### config.mk
export PLATFORM = sky130hd
export DESIGN_NAME = set_assoc_tag_lookup_fifo_core
export DESIGN_NICKNAME = d
export VERILOG_FILES = /design/src/sv/stlf_pkg.sv /design/src/sv/stlf_split.sv /design/src/sv/stlf_queue.sv /design/src/sv/stlf_lookup.sv /design/src/sv/set_assoc_tag_lookup_fifo_core.sv
export VERILOG_INCLUDE_DIRS = /design/src /design/src/sv
export SDC_FILE = /design/constraint.sdc
export NUM_CORES = 1
export LEC_CHECK = 0
export CAP_MARGIN = 20
export CORE_ASPECT_RATIO = 0.7
export CORE_UTILIZATION = 55
export CTS_BUF_LIST = sky130_fd_sc_hd__clkbuf_16
export DETAILED_ROUTE_END_ITERATION = 8
export DONT_BUFFER_PORTS = 1
export GPL_ROUTABILITY_DRIVEN = 0
export PLACE_DENSITY = 0.7
export SYNTH_ARGS = -nofsm -noshare
export SYNTH_HDL_FRONTEND = slang
export SYNTH_HIERARCHICAL = 1
export SYNTH_SLANG_ARGS = --single-unit
### constraint.sdc
create_clock -name clk -period 18.25 [get_ports clk]
set_input_delay 1.825 -clock clk [delete_from_list [all_inputs] [get_ports clk]]
set_output_delay 1.825 -clock clk [all_outputs]
set_load 0.05 [all_outputs]
### src/sv/set_assoc_tag_lookup_fifo_core_defines.svh
// assertion macros for the set-associative tag lookup core
// no dependencies; included by files that carry concurrent assertions
`ifndef SET_ASSOC_TAG_LOOKUP_FIFO_CORE_DEFINES_SVH
`define SET_ASSOC_TAG_LOOKUP_FIFO_CORE_DEFINES_SVH

`ifndef SYNTHESIS

// same-cycle implication
`define STLF_ASSERT_IMPL(lbl, clk, rst_n, ante, cons) \
    lbl: assert property (@(posedge clk) disable iff (!rst_n) (ante) |-> (cons)) \
        else $error("assertion failed");

// next-cycle implication
`define STLF_ASSERT_NEXT(lbl, clk, rst_n, ante, cons) \
    lbl: assert property (@(posedge clk) disable iff (!rst_n) (ante) |=> (cons)) \
        else $error("assertion failed");

`else

`define STLF_ASSERT_IMPL(lbl, clk, rst_n, ante, cons)
`define STLF_ASSERT_NEXT(lbl, clk, rst_n, ante, cons)

`endif

`endif

### src/sv/stlf_pkg.sv
// shared types for the set-associative tag lookup core
// no dependencies; used by the front, queue, back and top level
package stlf_pkg;

    typedef enum logic [2:0] {
        F_IDLE,
        F_MUL_BLK,
        F_QUO_BLK,
        F_FIX_BLK,
        F_MUL_SET,
        F_QUO_SET,
        F_FIX_SET,
        F_PUSH
    } front_state_t;

    typedef enum logic [1:0] {
        B_CLEAR,
        B_IDLE,
        B_CMP
    } back_state_t;

    typedef struct packed {
        logic full;
        logic empty;
    } queue_status_t;

    typedef struct packed {
        logic        hit;
        logic [12:0] tag_out;
        logic [7:0]  set_index;
        logic [7:0]  byte_offset;
        logic [5:0]  way_used;
    } result_t;

endpackage

### src/sv/stlf_split.sv
// front: accepts an address and splits it into offset, set index and tag
// uses stlf_pkg; two constant divisions by reciprocal on one shared multiplier
module stlf_split #(
    parameter int BLK   = 8,
    parameter int SETS  = 1,
    parameter int TAG_W = 13,
    parameter int SET_W = 1
) (
    input  logic                         clk,
    input  logic                         rst_n,
    input  logic                         start,
    input  logic [15:0]                  address,
    output logic                         busy,
    input  stlf_pkg::queue_status_t      q_status,
    output logic                         q_push,
    output logic [TAG_W+SET_W+8-1:0]     q_data
);

    localparam int SB = 16 + $clog2(BLK);
    localparam int SS = 16 + $clog2(SETS);
    localparam logic [63:0] MB_FULL = (64'd1 << SB) / BLK;
    localparam logic [63:0] MS_FULL = (64'd1 << SS) / SETS;
    localparam logic [16:0] MB = MB_FULL[16:0];
    localparam logic [16:0] MS = MS_FULL[16:0];

    stlf_pkg::front_state_t state_reg, state_next;

    logic [15:0]       x_reg;
    logic [32:0]       prod_reg;
    logic [15:0]       q_reg;
    logic [15:0]       blk_reg;
    logic [7:0]        off_reg;
    logic [TAG_W-1:0]  tag_reg;
    logic [SET_W-1:0]  set_reg;

    logic [15:0] mul_a;
    logic [16:0] mul_b;
    logic [32:0] prod_next;
    logic [32:0] sh_b, sh_s;
    logic [15:0] rem_b, rem_s;
    logic        big_b, big_s;
    logic [15:0] fix_b_q, fix_b_r, fix_s_q, fix_s_r;

    assign sh_b = prod_reg >> SB;
    assign sh_s = prod_reg >> SS;

    // shared multiplier operand select
    always_comb
    begin
        mul_a = '0;
        mul_b = '0;
        case (state_reg)
            stlf_pkg::F_MUL_BLK:
            begin
                mul_a = x_reg;
                mul_b = MB;
            end
            stlf_pkg::F_QUO_BLK:
            begin
                mul_a = sh_b[15:0];
                mul_b = 17'(BLK);
            end
            stlf_pkg::F_MUL_SET:
            begin
                mul_a = blk_reg;
                mul_b = MS;
            end
            stlf_pkg::F_QUO_SET:
            begin
                mul_a = sh_s[15:0];
                mul_b = 17'(SETS);
            end
            default:
            begin
                mul_a = '0;
                mul_b = '0;
            end
        endcase
    end

    assign prod_next = 33'(mul_a) * 33'(mul_b);

    // estimated quotient is exact or one low; one compare and subtract fixes it
    assign rem_b   = x_reg - prod_reg[15:0];
    assign big_b   = {1'b0, rem_b} >= 17'(BLK);
    assign fix_b_q = big_b ? q_reg + 16'd1 : q_reg;
    assign fix_b_r = big_b ? rem_b - 16'(BLK) : rem_b;

    assign rem_s   = blk_reg - prod_reg[15:0];
    assign big_s   = {1'b0, rem_s} >= 17'(SETS);
    assign fix_s_q = big_s ? q_reg + 16'd1 : q_reg;
    assign fix_s_r = big_s ? rem_s - 16'(SETS) : rem_s;

    always_comb
    begin
        state_next = state_reg;
        case (state_reg)
            stlf_pkg::F_IDLE:    if (start) state_next = stlf_pkg::F_MUL_BLK;
            stlf_pkg::F_MUL_BLK: state_next = stlf_pkg::F_QUO_BLK;
            stlf_pkg::F_QUO_BLK: state_next = stlf_pkg::F_FIX_BLK;
            stlf_pkg::F_FIX_BLK: state_next = stlf_pkg::F_MUL_SET;
            stlf_pkg::F_MUL_SET: state_next = stlf_pkg::F_QUO_SET;
            stlf_pkg::F_QUO_SET: state_next = stlf_pkg::F_FIX_SET;
            stlf_pkg::F_FIX_SET: state_next = stlf_pkg::F_PUSH;
            stlf_pkg::F_PUSH:    if (!q_status.full) state_next = stlf_pkg::F_IDLE;
            default:             state_next = stlf_pkg::F_IDLE;
        endcase
    end

    always_comb
    begin
        busy   = (state_reg != stlf_pkg::F_IDLE);
        q_push = (state_reg == stlf_pkg::F_PUSH) && !q_status.full;
        q_data = {tag_reg, set_reg, off_reg};
    end

    always_ff @(posedge clk or negedge rst_n)
    begin
        if (!rst_n)
        begin
            state_reg <= stlf_pkg::F_IDLE;
        end
        else
        begin
            state_reg <= state_next;
        end
    end

    always_ff @(posedge clk)
    begin
        case (state_reg)
            stlf_pkg::F_IDLE:
            begin
                if (start) x_reg <= address;
            end
            stlf_pkg::F_MUL_BLK:
            begin
                prod_reg <= prod_next;
            end
            stlf_pkg::F_QUO_BLK:
            begin
                q_reg    <= sh_b[15:0];
                prod_reg <= prod_next;
            end
            stlf_pkg::F_FIX_BLK:
            begin
                blk_reg <= fix_b_q;
                off_reg <= fix_b_r[7:0];
            end
            stlf_pkg::F_MUL_SET:
            begin
                prod_reg <= prod_next;
            end
            stlf_pkg::F_QUO_SET:
            begin
                q_reg    <= sh_s[15:0];
                prod_reg <= prod_next;
            end
            stlf_pkg::F_FIX_SET:
            begin
                tag_reg <= TAG_W'(fix_s_q);
                set_reg <= SET_W'(fix_s_r);
            end
            default:
            begin
            end
        endcase
    end

endmodule

### src/sv/stlf_queue.sv
// two-entry queue between the address splitter and the tag lookup
// uses stlf_pkg for the status struct
module stlf_queue #(
    parameter int WIDTH = 22
) (
    input  logic                    clk,
    input  logic                    rst_n,
    input  logic                    push,
    input  logic [WIDTH-1:0]        wr_data,
    input  logic                    pop,
    output logic [WIDTH-1:0]        rd_data,
    output stlf_pkg::queue_status_t status
);

    logic [WIDTH-1:0] mem [2];
    logic             wr_ptr_reg, rd_ptr_reg;
    logic [1:0]       count_reg, count_next;
    logic             do_push, do_pop;

    assign do_push = push && (count_reg != 2'd2);
    assign do_pop  = pop && (count_reg != 2'd0);

    always_comb
    begin
        count_next = count_reg;
        if (do_push && !do_pop) count_next = count_reg + 2'd1;
        else if (do_pop && !do_push) count_next = count_reg - 2'd1;
    end

    assign rd_data      = mem[rd_ptr_reg];
    assign status.full  = (count_reg == 2'd2);
    assign status.empty = (count_reg == 2'd0);

    always_ff @(posedge clk or negedge rst_n)
    begin
        if (!rst_n)
        begin
            wr_ptr_reg <= 1'b0;
            rd_ptr_reg <= 1'b0;
            count_reg  <= 2'd0;
        end
        else
        begin
            if (do_push) wr_ptr_reg <= ~wr_ptr_reg;
            if (do_pop) rd_ptr_reg <= ~rd_ptr_reg;
            count_reg <= count_next;
        end
    end

    always_ff @(posedge clk)
    begin
        if (do_push) mem[wr_ptr_reg] <= wr_data;
    end

endmodule

### src/sv/stlf_lookup.sv
// back: clears the rows after reset, reads the set row, compares all ways, fills on a miss, drives the result
// uses stlf_pkg; row memory holds valid bits, tags and the fifo pointer per set
module stlf_lookup #(
    parameter int WAYS  = 8,
    parameter int SETS  = 1,
    parameter int SET_W = 1,
    parameter int WAY_W = 3,
    parameter int TAG_W = 13
) (
    input  logic                        clk,
    input  logic                        rst_n,
    input  stlf_pkg::queue_status_t     q_status,
    input  logic [TAG_W+SET_W+8-1:0]    q_data,
    output logic                        q_pop,
    output logic                        done,
    output stlf_pkg::result_t           result
);

    localparam int ROW_W = WAYS + WAYS * TAG_W + WAY_W;

    stlf_pkg::back_state_t state_reg, state_next;

    logic [ROW_W-1:0] row_mem [SETS];
    logic [ROW_W-1:0] rd_reg;
    logic [ROW_W-1:0] wr_row;
    logic [SET_W-1:0] clr_cnt_reg;
    logic [SET_W-1:0] mem_waddr;
    logic             mem_we;

    logic [TAG_W-1:0] ent_tag_reg;
    logic [SET_W-1:0] ent_set_reg;
    logic [7:0]       ent_off_reg;

    logic             done_reg;
    stlf_pkg::result_t res_reg;

    logic [SET_W-1:0] head_set;
    logic [WAYS-1:0]  hit_vec;
    logic             hit_any, free_any;
    logic [WAY_W-1:0] hit_idx, free_idx, fill_way, way_sel;
    logic [WAY_W-1:0] ptr, ptr_next;
    logic [15:0]      tag16, set16;

    assign head_set = q_data[8 +: SET_W];
    assign ptr      = rd_reg[ROW_W-1 -: WAY_W];

    // lowest matching way and lowest free way
    always_comb
    begin
        hit_any  = 1'b0;
        free_any = 1'b0;
        hit_idx  = '0;
        free_idx = '0;
        for (int w = 0; w < WAYS; w++)
        begin
            hit_vec[w] = rd_reg[w] && (rd_reg[WAYS + w * TAG_W +: TAG_W] == ent_tag_reg);
        end
        for (int w = WAYS - 1; w >= 0; w--)
        begin
            if (hit_vec[w])
            begin
                hit_any = 1'b1;
                hit_idx = WAY_W'(w);
            end
            if (!rd_reg[w])
            begin
                free_any = 1'b1;
                free_idx = WAY_W'(w);
            end
        end
    end

    always_comb
    begin
        fill_way = free_any ? free_idx : ptr;
        way_sel  = hit_any ? hit_idx : fill_way;
        ptr_next = (ptr == WAY_W'(WAYS - 1)) ? '0 : ptr + 1'b1;
        wr_row   = rd_reg;
        for (int w = 0; w < WAYS; w++)
        begin
            if (WAY_W'(w) == fill_way)
            begin
                wr_row[w] = 1'b1;
                wr_row[WAYS + w * TAG_W +: TAG_W] = ent_tag_reg;
            end
        end
        wr_row[ROW_W-1 -: WAY_W] = ptr_next;
    end

    always_comb
    begin
        state_next = state_reg;
        case (state_reg)
            stlf_pkg::B_CLEAR:
                if (clr_cnt_reg == SET_W'(SETS - 1)) state_next = stlf_pkg::B_IDLE;
            stlf_pkg::B_IDLE:
                if (!q_status.empty) state_next = stlf_pkg::B_CMP;
            stlf_pkg::B_CMP:
                state_next = stlf_pkg::B_IDLE;
            default:
                state_next = stlf_pkg::B_CLEAR;
        endcase
    end

    always_comb
    begin
        q_pop     = (state_reg == stlf_pkg::B_IDLE) && !q_status.empty;
        mem_we    = 1'b0;
        mem_waddr = ent_set_reg;
        case (state_reg)
            stlf_pkg::B_CLEAR:
            begin
                mem_we    = 1'b1;
                mem_waddr = clr_cnt_reg;
            end
            stlf_pkg::B_CMP:
            begin
                mem_we = !hit_any;
            end
            default:
            begin
                mem_we = 1'b0;
            end
        endcase
    end

    assign tag16 = 16'(ent_tag_reg);
    assign set16 = 16'(ent_set_reg);

    always_ff @(posedge clk or negedge rst_n)
    begin
        if (!rst_n)
        begin
            state_reg   <= stlf_pkg::B_CLEAR;
            clr_cnt_reg <= '0;
            done_reg    <= 1'b0;
        end
        else
        begin
            state_reg <= state_next;
            if (state_reg == stlf_pkg::B_CLEAR) clr_cnt_reg <= clr_cnt_reg + 1'b1;
            done_reg <= (state_reg == stlf_pkg::B_CMP);
        end
    end

    always_ff @(posedge clk)
    begin
        if (mem_we)
        begin
            row_mem[mem_waddr] <= (state_reg == stlf_pkg::B_CLEAR) ? '0 : wr_row;
        end
        rd_reg <= row_mem[head_set];
        if (q_pop)
        begin
            ent_tag_reg <= q_data[8 + SET_W +: TAG_W];
            ent_set_reg <= head_set;
            ent_off_reg <= q_data[7:0];
        end
        if (state_reg == stlf_pkg::B_CMP)
        begin
            res_reg.hit         <= hit_any;
            res_reg.tag_out     <= tag16[12:0];
            res_reg.set_index   <= set16[7:0];
            res_reg.byte_offset <= ent_off_reg;
            res_reg.way_used    <= 6'(way_sel);
        end
    end

    assign done   = done_reg;
    assign result = res_reg;

endmodule

### src/sv/set_assoc_tag_lookup_fifo_core.sv
// top level of the set-associative tag lookup with fifo replacement
// uses stlf_pkg, stlf_split, stlf_queue, stlf_lookup and the assertion header
//
//  channel   handshake        payload                                     beat taken
//  input     start / busy     address                                     start && !busy
//  result    done (strobe)    hit, tag_out, set_index, byte_offset,       every cycle done is high
//                             way_used
//
// the front takes a new address only while idle: it steps two reciprocal divisions
// through one shared multiplier, then hands the split address to a 2-entry queue.
// the back reads the set row as it pops the queue, compares every way and writes a fill;
// done and the result are both registered from the compare state.
// after reset the back clears the row memory, one set a cycle;
// beats taken meanwhile wait in the queue and busy holds once it is full.
// the receiver cannot stall: done is high for exactly one cycle per result.
`include "set_assoc_tag_lookup_fifo_core_defines.svh"

module set_assoc_tag_lookup_fifo_core #(
    parameter int CACHE_BYTES = 64,
    parameter int BLOCK_BYTES = 8,
    parameter int WAYS        = 8
) (
    input  logic        clk,
    input  logic        rst_n,
    input  logic        start,
    output logic        busy,
    input  logic [15:0] address,
    output logic        done,
    output logic        hit,
    output logic [12:0] tag_out,
    output logic [7:0]  set_index,
    output logic [7:0]  byte_offset,
    output logic [5:0]  way_used
);

    localparam int BLK      = (BLOCK_BYTES < 1) ? 1 : BLOCK_BYTES;
    localparam int WAYS_E   = (WAYS < 1) ? 1 : WAYS;
    localparam int SETS_RAW = CACHE_BYTES / BLK / WAYS_E;
    localparam int SETS     = (SETS_RAW < 1) ? 1 : SETS_RAW;
    localparam int SET_W    = (SETS > 1) ? $clog2(SETS) : 1;
    localparam int WAY_W    = (WAYS_E > 1) ? $clog2(WAYS_E) : 1;
    localparam int TAG_MAX  = (65535 / BLK) / SETS;
    localparam int TAG_W    = (TAG_MAX > 0) ? $clog2(TAG_MAX + 1) : 1;
    localparam int ENTRY_W  = TAG_W + SET_W + 8;

    stlf_pkg::queue_status_t q_status;
    stlf_pkg::result_t       result;
    logic                    q_push, q_pop;
    logic [ENTRY_W-1:0]      q_wr_data, q_rd_data;

    stlf_split #(
        .BLK   (BLK),
        .SETS  (SETS),
        .TAG_W (TAG_W),
        .SET_W (SET_W)
    ) u_split (
        .clk      (clk),
        .rst_n    (rst_n),
        .start    (start),
        .address  (address),
        .busy     (busy),
        .q_status (q_status),
        .q_push   (q_push),
        .q_data   (q_wr_data)
    );

    stlf_queue #(
        .WIDTH (ENTRY_W)
    ) u_queue (
        .clk     (clk),
        .rst_n   (rst_n),
        .push    (q_push),
        .wr_data (q_wr_data),
        .pop     (q_pop),
        .rd_data (q_rd_data),
        .status  (q_status)
    );

    stlf_lookup #(
        .WAYS  (WAYS_E),
        .SETS  (SETS),
        .SET_W (SET_W),
        .WAY_W (WAY_W),
        .TAG_W (TAG_W)
    ) u_lookup (
        .clk      (clk),
        .rst_n    (rst_n),
        .q_status (q_status),
        .q_data   (q_rd_data),
        .q_pop    (q_pop),
        .done     (done),
        .result   (result)
    );

    assign hit         = result.hit;
    assign tag_out     = result.tag_out;
    assign set_index   = result.set_index;
    assign byte_offset = result.byte_offset;
    assign way_used    = result.way_used;

    // an accepted beat always occupies the front for the next cycle
    `STLF_ASSERT_NEXT(a_busy_after_accept, clk, rst_n, start && !busy, busy)
    // the back returns to idle after every compare, so strobes never touch
    `STLF_ASSERT_NEXT(a_done_spaced, clk, rst_n, done, !done)
    // the front only pushes into a queue with room
    `STLF_ASSERT_IMPL(a_push_not_full, clk, rst_n, q_push, !q_status.full)
    // reported way stays inside the set
    `STLF_ASSERT_IMPL(a_way_in_range, clk, rst_n, done, way_used <= 6'(WAYS_E - 1))

endmodule

== After elaboration in Yosys (flattened, before gate mapping) ==
Memories as Yosys holds them, arrays and structs flattened. A register that Yosys moved wholly into a read port is not among the register bits.
Index checks and enable logic that the tools add are counted.

* Flip-flop bits (word level): 140
* Memory bits (writable): 159
* Input bits: 19
* Logic and storage cells: 170
* Memories: 2

{| class="wikitable"
|+ Memory list
! name !! words !! bits a word !! rd ports !! clocked after memory_dff !! write ports !! RTL line !! RTL
|-
| u_lookup.row_mem || 1 || 115 || 1 || 1 || 1 || stlf_lookup.sv:23 || <nowiki>logic [ROW_W-1:0] row_mem [SETS];</nowiki>
|-
| u_queue.mem || 2 || 22 || 1 || 1 || 1 || stlf_queue.sv:15 || <nowiki>logic [WIDTH-1:0] mem [2];</nowiki>
|}

* $add $sub $neg: 9
* Multipliers: 1
* Magnitude comparators: 2
* Equality and inequality tests: 31
* Multiplexer cells: 72
* Bitwise gates (word level): 2
* Reductions and logical operators: 32

{| class="wikitable"
|+ Operators by type and width
! kind !! count
|-
| 13-bit 2-to-1 mux || 9
|-
| 115-bit 2-to-1 mux || 1
|-
| 13-bit == test || 8
|-
| 16-bit case mux with 4 select lines || 1
|-
| 3-bit 2-to-1 mux || 21
|-
| 17-bit case mux with 3 select lines || 1
|-
| 16-bit by 17-bit multiplier with 33-bit output || 1
|-
| 16-bit case mux with 2 select lines || 1
|-
| 16-bit subtractor || 2
|-
| 1-bit 2-to-1 mux || 29
|-
| 3-bit case mux with 8 select lines || 1
|-
| 16-bit by 1-bit adder with 16-bit output (second input constant) || 1
|-
| 16-bit by 1-bit >= comparator with 1-bit output (second input constant) || 1
|-
| 16-bit by 4-bit >= comparator with 1-bit output (second input constant) || 1
|-
| 16-bit 2-to-1 mux || 1
|-
| 3-bit == test (second input constant) || 5
|-
| 1-bit logical AND || 14
|-
| 3-bit == test (first input constant) || 4
|-
| 2-bit inequality test (second input constant) || 5
|-
| 2-bit 2-to-1 mux || 4
|-
| 8-bit 2-to-1 mux || 1
|-
| 8-bit by 4-bit subtractor with 8-bit output (second input constant) || 1
|-
| 2-bit by 3-bit == test with 1-bit output (first input constant) || 2
|-
| 3-bit by 2-bit == test with 1-bit output (second input constant) || 2
|-
| other kinds (20) || 32
|}

== Longest topological paths before layout ==
Gate-level depths: netlist of run 1.

* Depth after elaboration: 14
* Mapped depth: 18
* Mapped depth without buffers: 16

== Modules after synthesis ==
The synthesis of run 1 kept the hierarchy.

{| class="wikitable"
|+ Modules (own cells, without submodules)
! module !! times used !! cells each !! area an instance (sq um) !! sequential area each (sq um)
|-
| stlf_lookup || 1 || 761 || 10654.0 || 7297.0
|-
| stlf_split || 1 || 719 || 7651.1 || 3168.0
|-
| stlf_queue || 1 || 87 || 1788.0 || 1421.4
|}

== Worst setup path after synthesis of run 1 ==
OpenSTA, ideal clock, no wires.

* Path type: register to register
* Start point: register u_lookup.ent_tag_reg[3] (read register of u_queue.mem)
* End point: memory u_lookup/row_mem[0][0] in the netlist's numbering (enable)
* Library setup time: 0.627 ns
* Data arrival time: 7.016 ns
* Required time: 17.623 ns
* Path slack: 10.607 ns
* Stages on the path, launching flop included: 9
* Period minus slack after synthesis: 7.643 ns
* Path through: edfxtp_1 > buf_2 > buf_2 > xnor2_1 > nand4_1 > nor3_1 > nor4_1 > nand2_1 > a21oi_1

* Word-level cells in the longest chain between the ends: 14
* Elaborated cells between the ends (all ways): 28

{| class="wikitable"
|+ RTL lines
! element !! RTL line !! RTL
|-
| start: declaration || stlf_lookup.sv:30 || <nowiki>logic [TAG_W-1:0] ent_tag_reg;</nowiki>
|-
| 13-bit == test || stlf_lookup.sv:56 || <nowiki>hit_vec[w] = rd_reg[w] && (rd_reg[WAYS + w * TAG_W +: TAG_W] == ent_tag_reg);</nowiki>
|-
| 1-bit logical AND || stlf_lookup.sv:56 ||
|-
| 1-bit 2-to-1 mux (7 in a row) || stlf_lookup.sv:60 || <nowiki>if (hit_vec[w])</nowiki>
|-
| 1-bit 2-to-1 mux (*) || stlf_lookup.sv:60 ||
|-
| net u_lookup.hit_any || stlf_lookup.sv:39 || <nowiki>logic hit_any, free_any;</nowiki>
|-
| 1-bit logical NOT (*) || stlf_lookup.sv:118 || <nowiki>mem_we = !hit_any;</nowiki>
|-
| 1-bit case mux with 2 select lines (*) || stlf_lookup.sv:110 || <nowiki>case (state_reg)</nowiki>
|-
| net u_lookup.mem_we || stlf_lookup.sv:28 || <nowiki>logic mem_we;</nowiki>
|-
| 1-bit 2-to-1 mux (*) || stlf_lookup.sv:148 || <nowiki>if (mem_we)</nowiki>
|-
| 1-bit 2-to-1 mux (*) || stlf_lookup.sv:150 || <nowiki>row_mem[mem_waddr] <= (state_reg == stlf_pkg::B_CLEAR) ? '0 : wr_row;</nowiki>
|-
| end: declaration || stlf_lookup.sv:23 ||
|}

Mark *: on every way through the listed nets, which the timed path passes. The rest lies on a longest branch.

== Final worst setup path of run 1 ==
* Start point: register u_split.state_reg[1]
* End point: register u_split.prod_reg[31], data pin

* Word-level cells in the longest chain between the ends: 4
* Elaborated cells between the ends (all ways): 8

{| class="wikitable"
|+ RTL lines
! element !! RTL line !! RTL
|-
| start: declaration || stlf_split.sv:26 || <nowiki>stlf_pkg::front_state_t state_reg, state_next;</nowiki>
|-
| start signal: assignment || stlf_split.sv:121 || <nowiki>state_reg <= stlf_pkg::F_IDLE;</nowiki>
|-
| start signal: assignment || stlf_split.sv:125 || <nowiki>state_reg <= state_next;</nowiki>
|-
| 3-bit by 1-bit == test with 1-bit output / 3-bit == test (equally long branches) || stlf_split.sv:52 || <nowiki>case (state_reg)</nowiki>
|-
| 2-bit OR reduction (no line) || -- ||
|-
| 17-bit case mux with 3 select lines || stlf_split.sv:52 ||
|-
| 16-bit by 17-bit multiplier with 33-bit output (*) || stlf_split.sv:81 || <nowiki>assign prod_next = 33'(mul_a) * 33'(mul_b);</nowiki>
|-
| net u_split.prod_next[31] || stlf_split.sv:38 || <nowiki>logic [32:0] prod_next;</nowiki>
|-
| end signal: assignment || stlf_split.sv:138 || <nowiki>prod_reg <= prod_next;</nowiki>
|-
| end signal: assignment || stlf_split.sv:143 || <nowiki>prod_reg <= prod_next;</nowiki>
|-
| end signal: assignment || stlf_split.sv:152 || <nowiki>prod_reg <= prod_next;</nowiki>
|-
| end: declaration || stlf_split.sv:29 || <nowiki>logic [32:0] prod_reg;</nowiki>
|}

Marked as above.
A chain may end at the register's enable or synchronous reset.

==> results of run 1 <==
cells in the mapped netlist (9+ instances only):
cell and number:
and2_1 36, a21o_1 20, a211oi_1 9, nand4_1 26
buf_2 30, edfxtp_1 310, inv_1 42, a22oi_1 17
nor2_1 167, nor4_1 17, o21ai_0 27, nand2_1 66
xnor2_1 139, a21oi_1 42, nand2b_1 13, buf_4 14
mux2i_1 104, xor2_1 35, dfxtp_1 115, dfrtp_1 11
ha_1 97, clkbuf_1 31, nor2b_1 10, and3_1 16
nor3_1 10, nand3_1 11, mux2_2 26, nor3b_1 9
worst register-to-register path: stages (launching register included):
cell	delay, ns
dfrtp_1	0.82
and3b_1	0.44
and2_1	0.29
ha_1	0.19
ha_1	0.28
ha_1	0.21
fa_1	0.46
ha_1	0.31
ha_1	0.33
a31oi_1	0.14
o21ai_0	0.39
nand2_1	0.17
a211oi_1	0.28
o221ai_1	0.22
or3_1	0.44
nor4_1	0.28
xor2_1	0.11
where the power goes:
| group | internal [mW] | switching [mW] | leakage (nW) |
|---|---|---|---|
| clock | 0.521 | 0.359 | 0.725 |
| combinational | 0.633 | 0.921 | 3.93 |
| sequential | 1.67 | 0.327 | 4.10 |
| total | 2.82 | 1.61 | 8.75 |
routing by layer:
metal / wire [um] / share of wire [%]
met4: 795 / 1.9
met3: 3010 / 7.2
met1: 20900 / 50
met5: 0 / 0
met2: 17000 / 41
cell type report:
class                   count  area, sq um
repair buffers             27          228
inverters                  42          158
flip-flops and latches    436        11900
multi-input cells        1016         7660
clock buffers              44         1100
clock inverters            33          302
well taps                 480          601
fillers                  2808        14000
cells by family (layout without fill, tap and decap cells):
family | Yosys count | after routing | synth area share [%]
AOI/OAI and AO/OA | 186 | 186 | 6.67
buffers and inverters | 125 | 146 | 3.08
xor gates and xnor gates | 175 | 175 | 7.67
and+or+nand+nor | 411 | 411 | 10.2
muxes | 130 | 130 | 6.64
other | 2 | 12 | 0.0374
adders and majority gates | 102 | 102 | 6.54
DFF | 436 | 436 | 59.2
worst paths after layout:
| kind | startpoint | slack (ns) | endpoint | cells after the start |
|---|---|---|---|---|
| max | u_split/state_reg[1] | 12.62 | u_split/prod_reg[31] | 16 |
| min | u_lookup/row_mem[0][23] | 0.33 | u_lookup/rd_reg[23] | 0 |
| max reg2reg | u_split/state_reg[1] | 12.62 | u_split/prod_reg[31] | 16 |
| min reg2reg | u_lookup/row_mem[0][23] | 0.33 | u_lookup/rd_reg[23] | 0 |
| max in group asynchronous | rst_n | 17.19 | u_lookup/done | 0 |
| min in group asynchronous | rst_n | 0.98 | u_split/state_reg[0] | 0 |
==> flow_summary.ini, run 1 <==
[yosys]
synthArstFlopShare_pct = 2.52
synth_cell_types = 79
synth-edff-count = 310
synthDominantCellAreaShare_pct = 46.3
synthTopCellsByArea = edfxtp_1, dfxtp_1, xnor2_1, ha_1, mux2i_1
yosysWarnings = 6
ys.flop_type = edfxtp_1
synth_area_sq_um = 20100
yosys.area.top_type = edfxtp_1
ys_seq_area_share_pct = 59.2
netlist_instances = 1567
avgSynthCellArea_sq_um = 12.8
ys_ff_latch = 436

[clocking]
cts_tree = done
clock_latency_ns = 0.54
clockRootBuffer = clkbuf_16
post_cts_resized = 0
postCtsHoldBufs = 0
cts_made_buffers = 42
clockBufferDepth = 3
h-tree-depth = 2
cts.sinks = 436
path_clk_slew_ns = 0.06
cts_setup_buffers = 0

[global_routing]
grt_pass1_wl_um = 65200
grt_pass1_vias = 11400
grt_use_total_pct = 22.6
grt_max_degree = 65
use_met1_pct = 35.8
overflow = 0
busiest_layer = met1
use_met2_pct = 31.3
met3_usage_pct = 4.79
grt_antenna_before_repair = 0

[floorplan]
io_pins = 57
die_w_um = 230
dieHeight_um = 162
die_area_sq_um = 37300
core_area_sq_um = 35900
start_util_pct = 55.9
placementRows = 58

[place]
port_buffers = 0
placed_cells = 2000
placed_cell_area_sq_um = 20500
hpwl_um = 28600
dp_slack_ns = 12.71

[cells_and_area]
final_cell_mix = edfxtp_1, nor2_1, xnor2_1
final_common_cell = edfxtp_1
area_growth_pct = 9.15
antenna_cells = 0
drive_gt1_share_pct = 9.39
fin_area_sq_um = 21900
final_util_pct = 61.1
fin_cells = 2078
fin_nets = 1686

[sta]
skew_ns = 0.0179
setup-tns-final_ns = 0
report.final.setup_viol = 0
rsz0062_at_grt = no
max_freq_ghz = 0.177
hold_violations = 0
report.final.slew_viol_count = 0
tightest_slew_ns = 1.12
post-route-min-period_ns = 5.63
period_share_pct = 30.9
timing.hold.ws_ns = 0.330
fin_ws_ns = 12.62
max_slew_margin_pct = 25.5

[power_and_ir_drop]
p_leak_nw = 8.75
vdd.ir_drop.worst_uv = 139
cellPowerDensity_nw_per_um2 = 202
total_power_mw = 4.43

[setup_path]
cp.arrival_ns = 5.91
cp_top_family = adder cells
crit_chain = and3b_1 > and2_1 > ha_1 > ha_1 > ha_1 > fa_1 > ha_1 > ha_1 > a31oi_1 > o21ai_0 > nand2_1 > a211oi_1 > o221ai_1 > or3_1 > nor4_1 > xor2_1
cpMostUsedCell = ha_1
slowest_delay_ns = 0.82
crit_path_end_kind = flip-flop
worst_setup_path_start_kind = flip-flop
crit_type = reg -> reg
crit_slowest_cell = dfrtp_1
worstPathBufferInverterCount = 0
critical_path_peak_fanout = 29
required_ns = 18.52

[detailed_routing]
first_pass_iters = 5
routed_via_density = 5.75
antenna_left = 0
routedWlPerCell_um = 20.1
drt_iter0_drc = 941
drc = 0
vias = 12000
routed_wl_um = 41700

[worst_hold_path]
hold_class = reg -> reg

[status]
status = finished clean

[job]
cap_violations = 0
No activity file was read; power rests on OpenSTA's default activity.
==> run 2: changes to the inputs <==
==> constraint.sdc (replaced) <==
create_clock -name clk -period 5.7 [get_ports clk]
set_input_delay 0.57 -clock clk [delete_from_list [all_inputs] [get_ports clk]]
set_output_delay 0.57 -clock clk [all_outputs]
set_load 0.05 [all_outputs]
==> flow_summary.ini, run 2 (synthesis results as in run 1) <==
[sta]
hold_violations = 0
skew_ns = 0.0217
report.final.slew_viol_count = 0
post-route-min-period_ns = 5.34
max_freq_ghz = 0.187
report.final.setup_viol = 0
period_share_pct = 93.6
setup-tns-final_ns = 0
max_slew_margin_pct = 26.7
tightest_slew_ns = 1.07
rsz0062_at_grt = no

[global_routing]
grt_antenna_before_repair = 1
overflow = 0
grt_use_total_pct = 22.7
grt_pass1_vias = 11400
grt_max_degree = 68
grt_pass1_wl_um = 65300

[setup_path]
worst_setup_path_start_kind = flip-flop
reg2reg_depth = 16
required_ns = 5.98
r2r-end = u_split/prod_reg[31]
crit_type = reg -> reg
rrSetupSlack_ns = 0.36
rr_startpoint = u_split/state_reg[1]
cp.arrival_ns = 5.62
critPathLaunch = u_split/state_reg[1]
critical_path_peak_fanout = 18
crit_path_end_kind = flip-flop

[detailed_routing]
drc = 0
vias = 11800
highest_layer = met4
wl_met2_um = 16500
wl_met3_um = 3330
routedWlPerCell_um = 20.0
wl_met1_um = 21200
drt_iter0_drc = 889
routed_wl_um = 41600
first_pass_iters = 5
routed_via_density = 5.70
antenna_left = 0

[power_and_ir_drop]
swShare_pct = 36.8
power.internal_mw = 8.90
pwr-share-comb_pct = 35.0
p_clk_share_pct = 19.3
p_seq_share_pct = 45.7
cellPowerDensity_nw_per_um2 = 644
p_leak_nw = 8.71
p_sw_mw = 5.19
vdd.ir_drop.worst_uv = 312
total_power_mw = 14.1

[floorplan]
die_area_sq_um = 37300
core_area_sq_um = 35900
dieHeight_um = 162
start_util_pct = 55.9
die_w_um = 230
placementRows = 58
io_pins = 57

[cells_and_area]
fillers = 2818
antenna_cells = 0
final_common_cell = edfxtp_1
multi_input_area_sq_um = 7660
ff_latch_area_sq_um = 11900
fin_nets = 1686
area_growth_pct = 8.97
drive_gt1_share_pct = 9.32
final_cell_mix = edfxtp_1, nor2_1, xnor2_1

[clocking]
path_clk_slew_ns = 0.07
cts_made_buffers = 41
h-tree-depth = 2
clockRootBuffer = clkbuf_16
cts_tree = done
clock_latency_ns = 0.56
clockBufferDepth = 3
cts_setup_buffers = 0
cts.sinks = 436

[worst_hold_path]
hold_path_startpoint = address[11]
hold_end = u_split/x_reg[11]
hold_depth = 0
hold_class = in -> reg

[job]
cap_violations = 0

[status]
status = finished clean

[place]
hpwl_um = 28800
port_buffers = 0
==> run 2: power by group through the flow <==
stage | Combinational (mW) | Sequential [mW] | Clock (mW)
6_report | 4.93 | 6.44 | 2.73
5_1_grt | 5.43 | 6.59 | 2.92
4_1_cts | 4.91 | 6.43 | 2.79
3_5_place_dp | 4.86 | 6.48 | 0
3_3_place_gp | 4.76 | 6.42 | 0
2_1_floorplan | 3.93 | 6.06 | 0
==> run 2: worst max path at each step <==
stage | to | cells past startpoint
6_report | u_split/prod_reg[31] | 16
5_1_grt | u_split/prod_reg[31] | 16
4_1_cts | u_split/prod_reg[31] | 16
3_5_place_dp | u_split/prod_reg[31] | 16
3_3_place_gp | u_split/prod_reg[31] | 16
2_1_floorplan | u_lookup/row_mem[0][0] | 8
==> run 2: layout make-up <==
class                   count  area share (%)
flip-flops and latches    436            54.3
multi-input cells        1016            35.0
clock buffers              44            5.03
well taps                 480            2.74
clock inverters            32            1.17
repair buffers             28            1.06
inverters                  42           0.720
==> run 2: what timing repair did <==
item	CTS	global route
hold buffers	1	0
gates resized for setup	0	2
endpoints found under the setup margin	0	1
hold endpoints to repair	11	0
==> run 2: critical path, stage by stage (launching register included) <==
cell and delay, ns:
dfrtp_1 0.62, and3b_2 0.36, and2_1 0.23, ha_1 0.19, ha_1 0.28, ha_1 0.23
fa_1 0.46, ha_1 0.31, ha_1 0.33, a31oi_1 0.14, o21ai_0 0.36, nand2_1 0.16
a211oi_1 0.32, o221ai_1 0.22, or3_1 0.45, nor4_1 0.29, xor2_1 0.12
==> run 2: stage by stage <==
stage / cell area [sq um] / util [%] / worst slack [ns] / instances / hold slack, ns
global placement: 20500 / 57.1 / 0.531 / 2000 / 0.276
finish: 21900 / 61.0 / 0.363 / 2078 / 0.113
CTS: 21900 / 60.9 / 0.331 / 2077 / 0.0877
detailed placement: 20500 / 57.1 / 0.346 / 2000 / 0.276
floorplan: 20100 / - / 0.636 / 1577 / 0.274
global route: 21900 / 61.0 / 0.107 / 2078 / 0.0891
==> run 2: routing by layer <==
metal  up-vias  global-route usage, %
met5         -                      0
li1       5626                      -
met2       381                   30.7
met1      5799                   36.5
met3        38                   5.16
met4         0                   4.76
==> run 3: changes to the inputs <==
--- a/config.mk
+++ b/config.mk
@@ -14,6 +14,7 @@
 export DONT_BUFFER_PORTS = 1
 export GPL_ROUTABILITY_DRIVEN = 0
 export PLACE_DENSITY = 0.7
+export RECOVER_POWER = 50
 export SYNTH_ARGS = -nofsm -noshare
 export SYNTH_HDL_FRONTEND = slang
 export SYNTH_HIERARCHICAL = 1
==> flow_summary.ini, run 3 (synthesis results as in run 1) <==
[status]
status = complete, but fails checks
violations = capacitance limit, slew limit

[global_routing]
grt_max_degree = 68
overflow = 0
grt_pass1_wl_um = 65300
grt_use_total_pct = 22.7
grt_antenna_before_repair = 1
grt_pass1_vias = 11400

[setup_path]
cp.arrival_ns = 5.62
crit_slowest_cell = dfrtp_1
cp-endpoint = u_split/prod_reg[31]
required_ns = 5.98
slowest_delay_ns = 0.61
crit_type = reg -> reg
crit_chain = and3b_2 > and2_1 > ha_1 > ha_1 > ha_1 > fa_1 > ha_1 > ha_1 > a31oi_1 > o21ai_0 > nand2_1 > a211oi_1 > o221ai_1 > or3_1 > nor4_1 > xor2_1
worst_setup_path_start_kind = flip-flop
cpMostUsedCell = ha_1
rrSetupSlack_ns = 0.36
reg2reg_depth = 16
critical_path_peak_fanout = 18
cp.depth = 16
worstPathBufferInverterCount = 0
critPathLaunch = u_split/state_reg[1]
rr_startpoint = u_split/state_reg[1]
r2r-end = u_split/prod_reg[31]
cp_top_family = adder cells
crit_path_end_kind = flip-flop

[power_and_ir_drop]
vdd.ir_drop.worst_uv = 303
p_sw_mw = 5.19
pwr-share-comb_pct = 34.9
swShare_pct = 36.8
p_leak_nw = 8.65
p_seq_share_pct = 45.8
power.internal_mw = 8.89
cellPowerDensity_nw_per_um2 = 645
p_clk_share_pct = 19.4

[place]
hpwl_um = 28800
port_buffers = 0
dp_slack_ns = 0.346
placed_cells = 2000

[detailed_routing]
routed_via_density = 5.74
routed_wl_um = 41700
drc = 0
drt_iter0_drc = 937
antenna_left = 0
vias = 11900
routedWlPerCell_um = 20.1
first_pass_iters = 6

[clocking]
cts_tree = done
h-tree-depth = 2
clockBufferDepth = 3
path_clk_slew_ns = 0.07
clockRootBuffer = clkbuf_16
clock_latency_ns = 0.56
cts.sinks = 436
cts_made_buffers = 41

[worst_hold_path]
hold_class = in -> reg
hold_depth = 0

[sta]
tightest_slew_ns = 3.20
period_share_pct = 93.6
rsz0062_at_grt = no
report.final.setup_viol = 0
max_slew_margin_pct = -113
post-route-min-period_ns = 5.34
fin_ws_ns = 0.364
report.final.slew_viol_count = 96
skew_ns = 0.0212
setup-tns-final_ns = 0
max_freq_ghz = 0.187
hold_violations = 0

[floorplan]
die_w_um = 230
die_area_sq_um = 37300
start_util_pct = 55.9
core_area_sq_um = 35900
placementRows = 58
io_pins = 57
dieHeight_um = 162

[cells_and_area]
final_cell_mix = edfxtp_1, nor2_1, xnor2_1
drive_gt1_share_pct = 8.26
area_growth_pct = 8.67
fin_nets = 1686
final_util_pct = 60.8
fin_cells = 2078
antenna_cells = 0
final_common_cell = edfxtp_1

[job]
cap_violations = 2
-- run 3: what timing repair did --
item                                   in CTS  in global routing
hold buffers                                1                  0
setup endpoints to repair                   0                  1
gates resized for setup                     0                  2
setup buffers                               0                  0
endpoints found under the hold margin      11                  0
-- run 3: how the worst min path moves through the flow --
| stage | from | to | slack [ns] |
|---|---|---|---|
| 3_3_place_gp | rst_n | u_split/state_reg[0] | 0.28 |
| 2_1_floorplan | rst_n | u_lookup/clr_cnt_reg | 0.27 |
| 3_5_place_dp | rst_n | u_split/state_reg[0] | 0.28 |
| 6_report | address[11] | u_split/x_reg[11] | 0.11 |
| 4_1_cts | address[11] | u_split/x_reg[11] | 0.09 |
| 5_1_grt | address[11] | u_split/x_reg[11] | 0.09 |
-- run 3: layout make-up --
type / instances / area, sq um
clock inverters: 32 / 255
flip-flops and latches: 436 / 11900
repair buffers: 28 / 180
well taps: 480 / 601
multi-input cells: 1016 / 7650
inverters: 42 / 158
clock buffers: 44 / 1100
fillers: 2829 / 14100
-- run 3: power by group through the flow --
stage	Sequential, mW	Clock [mW]	Combinational (mW)
3_3_place_gp	6.42	0	4.76
6_report	6.45	2.73	4.91
3_5_place_dp	6.48	0	4.86
5_1_grt	6.60	2.92	5.41
2_1_floorplan	6.06	0	3.93
4_1_cts	6.43	2.79	4.91
-- run 3: per-layer routing --
metal / vias up / track usage [%] / share of wire [%]
met5: - / 0 / 0
met4: 0 / 4.76 / 1.2
met3: 44 / 5.16 / 8.1
met2: 392 / 30.7 / 40
met1: 5860 / 36.5 / 51
li1: 5625 / - / -
-- run 3: through the flow --
step	total power, mW	cell area, sq um	hold WS [ns]
global placement	11.2	20500	0.276
floorplan	9.99	20100	0.274
detailed placement	11.3	20500	0.276
global route	14.9	21800	0.0891
CTS	14.1	21900	0.0877
finish	14.1	21800	0.114
